<file path="src/rtl/core/rmq_pkg.sv">
package rmq_pkg;

  localparam int FRAC_BITS = 16;
  localparam int IN_W      = 24;
  localparam int OUT_W     = 18;
  localparam int ONE       = 1 << FRAC_BITS;

  // root component index; BR_W is the trace branch
  typedef enum logic [1:0] {
    BR_X = 2'd0,
    BR_Y = 2'd1,
    BR_Z = 2'd2,
    BR_W = 2'd3
  } branch_t;

endpackage

</file>
<file path="src/rtl/core/rmq_sqrt.sv">
// Pipelined integer square root, one result bit per stage (floor).
module rmq_sqrt
  import rmq_pkg::*;
#(
  parameter int IW = 48,
  parameter int SW = 1
) (
  input  logic            clk,
  input  logic            rst_n,
  input  logic            en,
  input  logic            in_v,
  input  logic [IW-1:0]   in_x,
  input  logic [SW-1:0]   in_side,
  output logic            out_v,
  output logic [IW/2-1:0] out_root,
  output logic [SW-1:0]   out_side
);

  localparam int RW = IW / 2;

  logic          v_r      [RW];
  logic [IW-1:0] x_r      [RW];
  logic [RW+1:0] rem_r    [RW];
  logic [RW-1:0] root_r   [RW];
  logic [SW-1:0] side_r   [RW];

  logic          v_nxt    [RW];
  logic [IW-1:0] x_nxt    [RW];
  logic [RW+1:0] rem_nxt  [RW];
  logic [RW-1:0] root_nxt [RW];
  logic [SW-1:0] side_nxt [RW];

  always_comb begin
    logic [IW-1:0] x_in;
    logic [RW+1:0] rem_in;
    logic [RW-1:0] root_in;
    logic [RW+3:0] t;
    logic [RW+3:0] trial;
    logic [RW+3:0] diff;
    for (int k = 0; k < RW; k++) begin
      if (k == 0) begin
        v_nxt[k]    = in_v;
        x_in        = in_x;
        rem_in      = '0;
        root_in     = '0;
        side_nxt[k] = in_side;
      end else begin
        v_nxt[k]    = v_r[k-1];
        x_in        = x_r[k-1];
        rem_in      = rem_r[k-1];
        root_in     = root_r[k-1];
        side_nxt[k] = side_r[k-1];
      end
      x_nxt[k] = x_in;
      t        = {rem_in, x_in[IW-1-2*k -: 2]};
      trial    = {2'b00, root_in, 2'b01};
      diff     = t - trial;
      if (t >= trial) begin
        rem_nxt[k]  = diff[RW+1:0];
        root_nxt[k] = {root_in[RW-2:0], 1'b1};
      end else begin
        rem_nxt[k]  = t[RW+1:0];
        root_nxt[k] = {root_in[RW-2:0], 1'b0};
      end
    end
  end

  always_ff @(posedge clk) begin
    for (int k = 0; k < RW; k++) begin
      if (!rst_n) begin
        v_r[k] <= 1'b0;
      end else if (en) begin
        v_r[k] <= v_nxt[k];
      end
      if (en) begin
        x_r[k]    <= x_nxt[k];
        rem_r[k]  <= rem_nxt[k];
        root_r[k] <= root_nxt[k];
        side_r[k] <= side_nxt[k];
      end
    end
  end

  assign out_v    = v_r[RW-1];
  assign out_root = root_r[RW-1];
  assign out_side = side_r[RW-1];

endmodule

</file>
<file path="config.mk">
export PLATFORM = sky130hd
export DESIGN_NAME = rmq_sqrt
export DESIGN_NICKNAME = d
export VERILOG_FILES = /design/src/rtl/core/rmq_pkg.sv /design/src/rtl/core/rmq_sqrt.sv
export SDC_FILE = /design/constraint.sdc
export NUM_CORES = 2
export LEC_CHECK = 0
export ABC_AREA = 1
export BUFFER_PORTS_ARGS = -buffer_cell sky130_fd_sc_hd__buf_2
export CORE_ASPECT_RATIO = 0.9
export CORE_MARGIN = 10
export CORE_UTILIZATION = 30
export CTS_CLUSTER_DIAMETER = 50
export DETAILED_ROUTE_END_ITERATION = 10
export PLACE_DENSITY = 0.41
export SYNTH_ARGS = -nofsm -noshare
export SYNTH_HDL_FRONTEND = slang
export SYNTH_SLANG_ARGS = --single-unit
</file>
<file path="constraint.sdc">
create_clock -name clk -period 3.15 [get_ports clk]
set_input_delay 0.315 -clock clk [delete_from_list [all_inputs] [get_ports clk]]
set_output_delay 0.315 -clock clk [all_outputs]
set_load 0.03 [all_outputs]
</file>
==> flow_summary.toml <==
[status]
status = "completed"

[grt]
grt_max_degree = 114
grt_usage = 0.149
grt_overflow = 0
grt_first_pass_wirelength_mm = 337
grt_pass1_vias = 56700
antenna_found_initial = 3

[timing]
slew_viol_final = 0
setup-violations-final = 0
setup_ws_ns = 0.338
post-route-period-util = 0.893
fin_worst_skew_ns = 0.0879
slew_headroom = 0.523
hold_viol = 0
hold_ws_ns = 0.133
worstMarginPinSlew_ns = 0.715
fmax_mhz = 356
min_period_ns = 2.81
setup-tns-final_ns = 0
rsz0062_at_grt = "false"

[final_layout]
stdcell_count = 12800
fin_nets = 9539
syn_to_final_growth_pct = 16.1
utilization = 0.351
drive_above_1_share = 0.0739
fill_cells = 26800
final_area_sq_um = 91800

[placement]
placed_area_sq_um = 84000
place_ws_ns = 0.314
place_hpwl_mm = 168
placed_cells = 12400
port_buffers = 78
gp_congestion = 0.880

[yosys]
syn_inst = 8802
synthFlopType = "edfxtp_1"
synthArstFlopShare = 0
avgSynthCellArea_sq_um = 8.98
synth_top_area_share = 0.556
ys_warn_count = 0
syn_area_sq_um = 79000
netlist_top_cells_area = "edfxtp_1 (56%), nand2_1 (13%), inv_1 (7.2%)"
yosys.cell_types.count = 55
yosysTopAreaCell = "edfxtp_1"
ys_ff_latch = 1463
synth-edff-count = 1462
ys_seq_area_frac = 0.556
syn_nets = 9181

[floorplan]
die_area_sq_um = 284000
start_util = 0.302
core_area_sq_um = 262000
die_width_um = 561
die_height_um = 507
rows = 178
ioPinCount = 79

[routing]
viasPerCell = 4.51
avgRoutedWirePerCell_um = 17.0
drc = 0
wl_mm = 218
drt_iter0_markers = 4626
antenna_left = 0
drtPass1Iterations = 6
vias = 57900

[min_path]
hold-path-endpoint = "x_r[0][11]$_DFFE_PP_"
whs_path_depth = 2
worst_hold_path_type = "in -> reg"
hold_start = "in_x[11]"

[power_and_ir_drop]
ir_drop_uv = 478
power_density_nw_per_um2 = 658
p_total_mw = 60.4
leakagePower_nw = 40.1

[clock_network]
cts_tree = "yes"
clock-root-buffer = "clkbuf_16"
clockBufferDepth = 4
cts_num_sinks = 1463
cts_buffers = 216
clk_latency_ns = 0.88
cts.clk_slew.worst_paths_ns = 0.06
post_cts_buffers = 0
cts_htree_levels = 4

[worst_setup_path]
start_kind = "flop"
endpoint_kind = "flop"
crit_arrival_ns = 3.46
critPathKind = "reg -> reg"
regToRegEndpoint = "rem_r[2][41]$_DFFE_PP_"
r2r-start = "root_r[2][14]$_DFFE_PP_"
path_max_fanout = 24
r2r_slack_ns = 0.34
r2r_cells = 13
required_ns = 3.80

[run]
cap_violations = 0
metal layers:
metal	global-route usage	share of wire	vias up
li1	-	-	29400
met1	0.212	0.48	26900
met2	0.238	0.45	1191
met3	0.0219	0.045	309
met4	0.0363	0.023	2
met5	0	0.000060	-
cell families (layout without fill, tap and decap cells):
kind of cell,count (synthesis),after routing,synth area share
buffers and inverters,1618,2142,0.0820
AO/OA/AOI/OAI,681,681,0.0480
AND/OR/NAND/NOR,4483,4483,0.237
flip-flops,1463,1463,0.556
other,1,2,0.0000475
adder cells (fa/ha/maj),326,326,0.0516
XOR/XNOR,230,230,0.0255
critical path: stages (launching register included):
cell and delay [ns]:
edfxtp_1 0.56, inv_1 0.08, ha_1 0.37, nand2_1 0.10
inv_1 0.05, nand2_1 0.18, inv_1 0.06, nand2_1 0.06
nand2_1 0.08, nor2_1 0.12, nand3_2 0.31, inv_6 0.35
nand2_1 0.09, nand2_1 0.16
layout make-up:
type	instances	area (sq um)	share of cell area
Sequential cell	1463	43900	0.479
Clock buffer	244	5570	0.0607
Antenna cell	1	2.50	0.0000273
Inverter	1550	5840	0.0637
Multi-Input combinational cell	5721	28600	0.312
Timing Repair Buffer	208	1750	0.0191
Clock inverter	140	1660	0.0180
Tap cell	3510	4390	0.0479
state kept, by name (all words and copies together), names as in the netlist:
signal	count
x_r	552
root_r	300
side_r	24
v_r	24
rem_r	563
worst max-delay path by stage:
| stage | startpoint | endpoint | slack [ns] |
|---|---|---|---|
| 3_5_place_dp | root_r[2][41]$_DFFE_PP_ | rem_r[2][62]$_DFFE_PP_ | 0.31 |
| 5_1_grt | root_r[2][14]$_DFFE_PP_ | rem_r[2][41]$_DFFE_PP_ | 0.01 |
| 6_report | root_r[2][14]$_DFFE_PP_ | rem_r[2][41]$_DFFE_PP_ | 0.34 |
| 4_1_cts | root_r[2][14]$_DFFE_PP_ | rem_r[2][41]$_DFFE_PP_ | 0.26 |
| 2_1_floorplan | rem_r[0][81]$_DFFE_PP_ | rem_r[0][108]$_DFFE_PP_ | 1.17 |
| 3_3_place_gp | rem_r[2][43]$_DFFE_PP_ | rem_r[2][62]$_DFFE_PP_ | 0.29 |
cell usage in the layout (no fill, tap or decap), types with 10 or more instances in the layout:
master / Yosys / layout
or2_2: 16 / 16
nand2_1: 2789 / 2789
inv_2: 17 / 17
o21ai_1: 62 / 62
xor2_1: 105 / 105
buf_4: 17 / 58
nand3_1: 510 / 510
nor3_1: 71 / 71
nor2_2: 33 / 33
a21oi_2: 24 / 24
clkbuf_16: 0 / 219
dlygate4sd3_1: 0 / 53
nand2_2: 20 / 20
edfxtp_1: 1462 / 1462
o21ai_0: 187 / 187
a21oi_1: 321 / 321
o21bai_1: 15 / 15
nand4_1: 153 / 153
inv_6: 1 / 19
buf_2: 8 / 77
ha_1: 326 / 326
bufinv_16: 0 / 27
inv_1: 1526 / 1526
clkinv_2: 0 / 24
clkinvlp_4: 0 / 18
o21ai_2: 43 / 43
clkinv_4: 0 / 14
buf_12: 0 / 20
nand3_2: 12 / 12
clkinv_1: 0 / 22
nand3b_1: 66 / 66
inv_8: 0 / 15
xnor2_1: 125 / 125
nor2_1: 754 / 754
clkbuf_1: 3 / 25
and2_1: 10 / 10
Yosys cell counts, drive strengths merged, types with 2 or more instances:
cell and count:
a21o 4, and3 7, or2 24, and2 10
o21a 3, xor2 105, nand3 524, inv 1550
nor2 798, nand2 2813, a21oi 347, nor3b 2
ha 326, nor4 9, clkbuf 3, xnor2 125
a21boi 8, nand3b 66, o31ai 3, o21ai 292
o211ai 6, buf 65, o21bai 15, o2111ai 2
edfxtp 1462, nand4 153, nor3 75
where the power goes:
part           switching (mW)  leakage, nW  total (mW)  internal (mW)
registers                1.43         14.1        25.3           23.9
clock network            9.09         3.49        24.1           15.0
logic                    7.31         22.5        10.9           3.62
total                    17.8         40.0        60.4           42.5
timing repair:
item / 4_1_cts / 5_1_grt
gates resized for setup: 0 / 1
endpoints found under the hold margin: 81 / 0
hold buffers: 53 / 0
endpoints found under the setup margin: 0 / 5
Note: power is estimated with default switching activity, not from simulation.
