### config.mk
export PLATFORM = sky130hd
export DESIGN_NAME = rmq_div
export DESIGN_NICKNAME = d
export VERILOG_FILES = /design/src/rtl/core/rmq_pkg.sv /design/src/rtl/core/rmq_div.sv
export SDC_FILE = /design/constraint.sdc
export NUM_CORES = 2
export LEC_CHECK = 0
export BUFFER_PORTS_ARGS = -buffer_cell sky130_fd_sc_hd__buf_2
export CORE_ASPECT_RATIO = 1.75
export CORE_UTILIZATION = 50
export DETAILED_ROUTE_END_ITERATION = 12
export PLACE_DENSITY = 0.77
export SETUP_SLACK_MARGIN = 0.2
export SYNTH_ARGS = -nofsm -noshare
export SYNTH_HDL_FRONTEND = slang
export SYNTH_SLANG_ARGS = --single-unit
### constraint.sdc
create_clock -name clk -period 9.2 [get_ports clk]
set_clock_uncertainty 0.05 [all_clocks]
set_input_delay 0.92 -clock clk [delete_from_list [all_inputs] [get_ports clk]]
set_output_delay 0.92 -clock clk [all_outputs]
set_load 0.05 [all_outputs]
### src/rtl/core/rmq_pkg.sv
package rmq_pkg;

  localparam int FRAC_BITS = 16;
  localparam int IN_W      = 24;
  localparam int OUT_W     = 18;
  localparam int ONE       = 1 << FRAC_BITS;

  // root component index; BR_W is the trace branch
  typedef enum logic [1:0] {
    BR_X = 2'd0,
    BR_Y = 2'd1,
    BR_Z = 2'd2,
    BR_W = 2'd3
  } branch_t;

endpackage

### src/rtl/core/rmq_div.sv
// Pipelined restoring divider, one quotient bit per stage.
// Needs num < den * 2**QW so the quotient fits in QW bits.
module rmq_div
  import rmq_pkg::*;
#(
  parameter int NW = 40,
  parameter int DW = 24,
  parameter int QW = 17,
  parameter int SW = 1
) (
  input  logic          clk,
  input  logic          rst_n,
  input  logic          en,
  input  logic          in_v,
  input  logic [NW-1:0] in_num,
  input  logic [DW-1:0] in_den,
  input  logic [SW-1:0] in_side,
  output logic          out_v,
  output logic [QW-1:0] out_quo,
  output logic [SW-1:0] out_side
);

  logic          v_r      [QW];
  logic [QW-1:0] lo_r     [QW];
  logic [DW-1:0] den_r    [QW];
  logic [DW-1:0] rem_r    [QW];
  logic [QW-1:0] quo_r    [QW];
  logic [SW-1:0] side_r   [QW];

  logic          v_nxt    [QW];
  logic [QW-1:0] lo_nxt   [QW];
  logic [DW-1:0] den_nxt  [QW];
  logic [DW-1:0] rem_nxt  [QW];
  logic [QW-1:0] quo_nxt  [QW];
  logic [SW-1:0] side_nxt [QW];

  always_comb begin
    logic [DW-1:0] rem_in;
    logic [QW-1:0] quo_in;
    logic [DW:0]   t;
    logic [DW:0]   diff;
    for (int k = 0; k < QW; k++) begin
      if (k == 0) begin
        v_nxt[k]    = in_v;
        lo_nxt[k]   = in_num[QW-1:0];
        den_nxt[k]  = in_den;
        rem_in      = DW'(in_num[NW-1:QW]);
        quo_in      = '0;
        side_nxt[k] = in_side;
      end else begin
        v_nxt[k]    = v_r[k-1];
        lo_nxt[k]   = lo_r[k-1];
        den_nxt[k]  = den_r[k-1];
        rem_in      = rem_r[k-1];
        quo_in      = quo_r[k-1];
        side_nxt[k] = side_r[k-1];
      end
      t    = {rem_in, lo_nxt[k][QW-1-k]};
      diff = t - {1'b0, den_nxt[k]};
      if (t >= {1'b0, den_nxt[k]}) begin
        rem_nxt[k] = diff[DW-1:0];
        quo_nxt[k] = {quo_in[QW-2:0], 1'b1};
      end else begin
        rem_nxt[k] = t[DW-1:0];
        quo_nxt[k] = {quo_in[QW-2:0], 1'b0};
      end
    end
  end

  always_ff @(posedge clk) begin
    for (int k = 0; k < QW; k++) begin
      if (!rst_n) begin
        v_r[k] <= 1'b0;
      end else if (en) begin
        v_r[k] <= v_nxt[k];
      end
      if (en) begin
        lo_r[k]   <= lo_nxt[k];
        den_r[k]  <= den_nxt[k];
        rem_r[k]  <= rem_nxt[k];
        quo_r[k]  <= quo_nxt[k];
        side_r[k] <= side_nxt[k];
      end
    end
  end

  assign out_v    = v_r[QW-1];
  assign out_quo  = quo_r[QW-1];
  assign out_side = side_r[QW-1];

endmodule

==> flow_metrics.py <==
metrics = {
    "yosys": {
        "yosys.cell_types.count": 88,
        "yosys_warnings": 0,
        "synthesis.area_um2": 57400,
        "synth_top_family_by_area": "compound AO/OA/AOI/OAI gates",
        "yosys.area_share.simple_pct": 7.87,
        "synth_edf_count": 1090,
        "synth_top_area_share_pct": 57.0,
        "synth_area_per_cell_um2": 12.2,
        "async_flop_share_pct": 0,
        "synth_top_area_cell": "edfxtp_1",
        "synth_fa_ha_area_share_pct": 9.45,
        "syn-instance-count": 4701,
        "synth.top_cells.by_count": "1090 x edfxtp_1, 520 x inv_1, 408 x ha_1",
        "synth_nets": 5194,
        "synth_compound_area_share_pct": 12.1,
        "ys_seq_elements": 1091,
        "muxShareOfSynthArea_pct": 4.81,
        "seq_area_frac_synth_pct": 57.0,
        "synth-xor-area-share_pct": 4.64,
        "synth_ff_type": "edfxtp_1",
        "yosysMostFrequentCell": "edfxtp_1",
        "synthTopCellsByArea": "edfxtp_1 57%, ha_1 8.9%, mux2_2 3.6%, inv_1 3.4%, xnor2_1 3.0%",
    },
    "sta": {
        "slew_viol_final": 0,
        "setup_viol_count_final": 0,
        "fmax_ghz": 0.221,
        "period_needed_ns": 4.52,
        "fin_crit_sh_pct": 49.1,
        "holdWs_ns": 0.306,
        "slew_headroom_pct": 21.1,
        "hold_viol_final": 0,
        "rsz0062_at_grt": "false",
        "worst_slew_pin_slew_ns": 1.18,
        "timing.setup.tns_ns": 0,
    },
    "power": {
        "switching_share_pct": 36.8,
        "comb_power_share_pct": 44.2,
        "power.internal_mw": 13.8,
        "switchingPower_mw": 8.03,
        "power_mw": 21.8,
        "power_frac_seq_pct": 35.7,
        "power_density_nw_per_um2": 345,
        "leakage_nw": 25.8,
        "power_frac_clock_pct": 20.1,
        "ir_worst_vdd_mv": 0.185,
    },
    "worst_setup_path": {
        "crit_type": "register to register",
        "worst-path-max-fanout": 25,
        "end_kind": "register",
        "worst-path-buf-inv": 1,
        "crit_required_ns": 9.64,
        "cpMostUsedCell": "a211o_1",
        "path_cells": "inv_1 > ha_1 > nor2b_1 > o2111ai_1 > a21boi_1 > a31oi_1 > a211o_1 > o211ai_1 > a21oi_2 > o31ai_1 > a211o_1 > mux2_2",
        "crit_path_start_kind": "register",
        "crit_slowest_cell": "a211o_1",
        "crit_arrival_ns": 4.96,
        "crit_family": "compound AO/OA/AOI/OAI gates",
        "cpPeakStageDelay_ns": 0.95,
    },
    "floorplan": {
        "die_area_um2": 116000,
        "start_util_pct": 50.3,
        "placeableCoreArea_um2": 114000,
        "ios": 88,
        "die_x_um": 258,
        "fp.dieH_um": 450,
        "rows": 164,
    },
    "final_layout": {
        "syn2layout_area_growth_pct": 10.0,
        "fin_nets": 5331,
        "finish.utilization_pct": 55.4,
        "fillers": 9344,
        "diodes": 0,
        "drive_gt1_share_pct": 10.4,
    },
    "global_route": {
        "grt-ovfl-total": 0,
        "use_met2_pct": 49.8,
        "grt_busiest_layer": "met2",
        "grt_pass1_vias": 39200,
        "grt_pass1_wl_um": 204000,
        "grt_max_degree": 172,
        "grt_util_met1_pct": 15.5,
        "antenna_found_initial": 1,
        "grtUsageMet3_pct": 3.01,
        "track_usage_pct": 23.3,
    },
    "route": {
        "drt.antenna.violating_nets": 0,
        "drc": 0,
        "drtIter0Drc": 1895,
        "vias": 36600,
        "drt_wl_total_um": 135000,
        "drt-vias-per-instance": 5.70,
        "first_pass_iters": 5,
        "wire_per_inst_um": 21.1,
    },
    "clock_tree": {
        "clk_pin_slew_worst_paths_ns": 0.07,
        "clockBufferDepth": 3,
        "cts_resized": 0,
        "htreeDepth": 3,
        "clk_latency_ns": 0.75,
        "root_buffer": "clkbuf_16",
        "cts_sinks": 1091,
        "postCtsSetupBuffers": 0,
        "cts-buffers-inserted": 102,
        "cts-hold-fix-buffers": 0,
        "cts_tree": "done",
    },
    "place": {
        "port_buffers": 87,
        "gp_congestion": 0.982,
        "hpwl_um": 104000,
    },
    "min_path": {
        "min_path_type": "primary input to register",
    },
    "run_status": {
        "status": "complete, no violations",
    },
    "run": {
        "max_cap_violations": 0,
    },
}
==> cell families after synthesis <==
group / Yosys count
AOI/OAI and AO/OA: 1099
DFF: 1091
and+or+nand+nor: 937
buffers and inverters: 604
adders and majority gates: 424
xor gates and xnor gates: 304
muxes: 242
==> cell usage in the layout, fill, tap and decap left out, types with 37 or more instances in the layout <==
cell,count
clkbuf_16,102
nand2_1,280
nor2b_1,65
o21a_1,37
mux2_2,183
nor2_1,235
inv_1,520
a21o_1,182
nand2b_1,42
xor2_1,105
edfxtp_1,1090
buf_2,86
a21oi_1,328
and3_1,49
nor3_1,47
xnor2_1,199
nand3_1,75
nand4_1,52
o21ai_0,255
ha_1,408
==> worst reg2reg max path, cell delays in order (launching register included) <==
cell and delay [ns]:
edfxtp_1 0.40, inv_1 0.06, ha_1 0.29, nor2b_1 0.20
o2111ai_1 0.17, a21boi_1 0.28, a31oi_1 0.19, a211o_1 0.35
o211ai_1 0.39, a21oi_2 0.18, o31ai_1 0.31, a211o_1 0.95
mux2_2 0.46
==> worst paths after layout <==
path	startpoint	end	slack [ns]	depth (start not counted)
worst min-delay path	in_den[12]	den_r[0][12]$_DFFE_PP_	0.31	1
worst max-delay path	den_r[0][25]$_DFFE_PP_	rem_r[0][50]$_DFFE_PP_	4.68	12
worst max register to register	den_r[0][25]$_DFFE_PP_	rem_r[0][50]$_DFFE_PP_	4.68	12
worst min register to register	lo_r[0][110]$_DFFE_PP_	lo_r[0][127]$_DFFE_PP_	0.33	0
==> layer usage <==
layer  vias up  part of all wire, %
li1      17500                    -
met1     17700                   26
met5         -                    0
met4         0                   10
met3       516                  2.7
met2       843                   60
==> stage by stage <==
step | cell area (um2) | instances | setup WS [ns]
finish | 63200 | 6420 | 4.68
floorplan | 57400 | 4701 | 5.57
global route | 63200 | 6420 | 4.37
detailed placement | 59700 | 6228 | 4.35
global placement | 59700 | 6228 | 4.42
CTS | 63200 | 6420 | 4.59
==> cell type report <==
cell class / instances / area [um2] / area share [%]
Clock buffer: 119 / 2630 / 4.16
Clock inverter: 73 / 868 / 1.37
Inverter: 520 / 1950 / 3.09
Multi-Input combinational cell: 3006 / 22400 / 35.4
Sequential cell: 1091 / 32800 / 51.9
Tap cell: 1494 / 1870 / 2.96
Timing Repair Buffer: 117 / 708 / 1.12
==> sequential cells by signal, summed over array words and instances, names as in the netlist <==
signal	count
v_r	17
rem_r	384
den_r	384
side_r	17
quo_r	153
lo_r	136
==> power by group through the flow <==
| stage | clock network, mW | logic, mW | registers (mW) |
|---|---|---|---|
| 3_5_place_dp | 0 | 9.52 | 7.88 |
| 6_report | 4.38 | 9.64 | 7.80 |
| 4_1_cts | 4.47 | 9.58 | 7.78 |
| 2_1_floorplan | 0 | 7.08 | 7.62 |
| 3_3_place_gp | 0 | 9.30 | 7.84 |
| 5_1_grt | 4.66 | 10.5 | 7.88 |
Note: power is estimated with default switching activity, not from simulation.
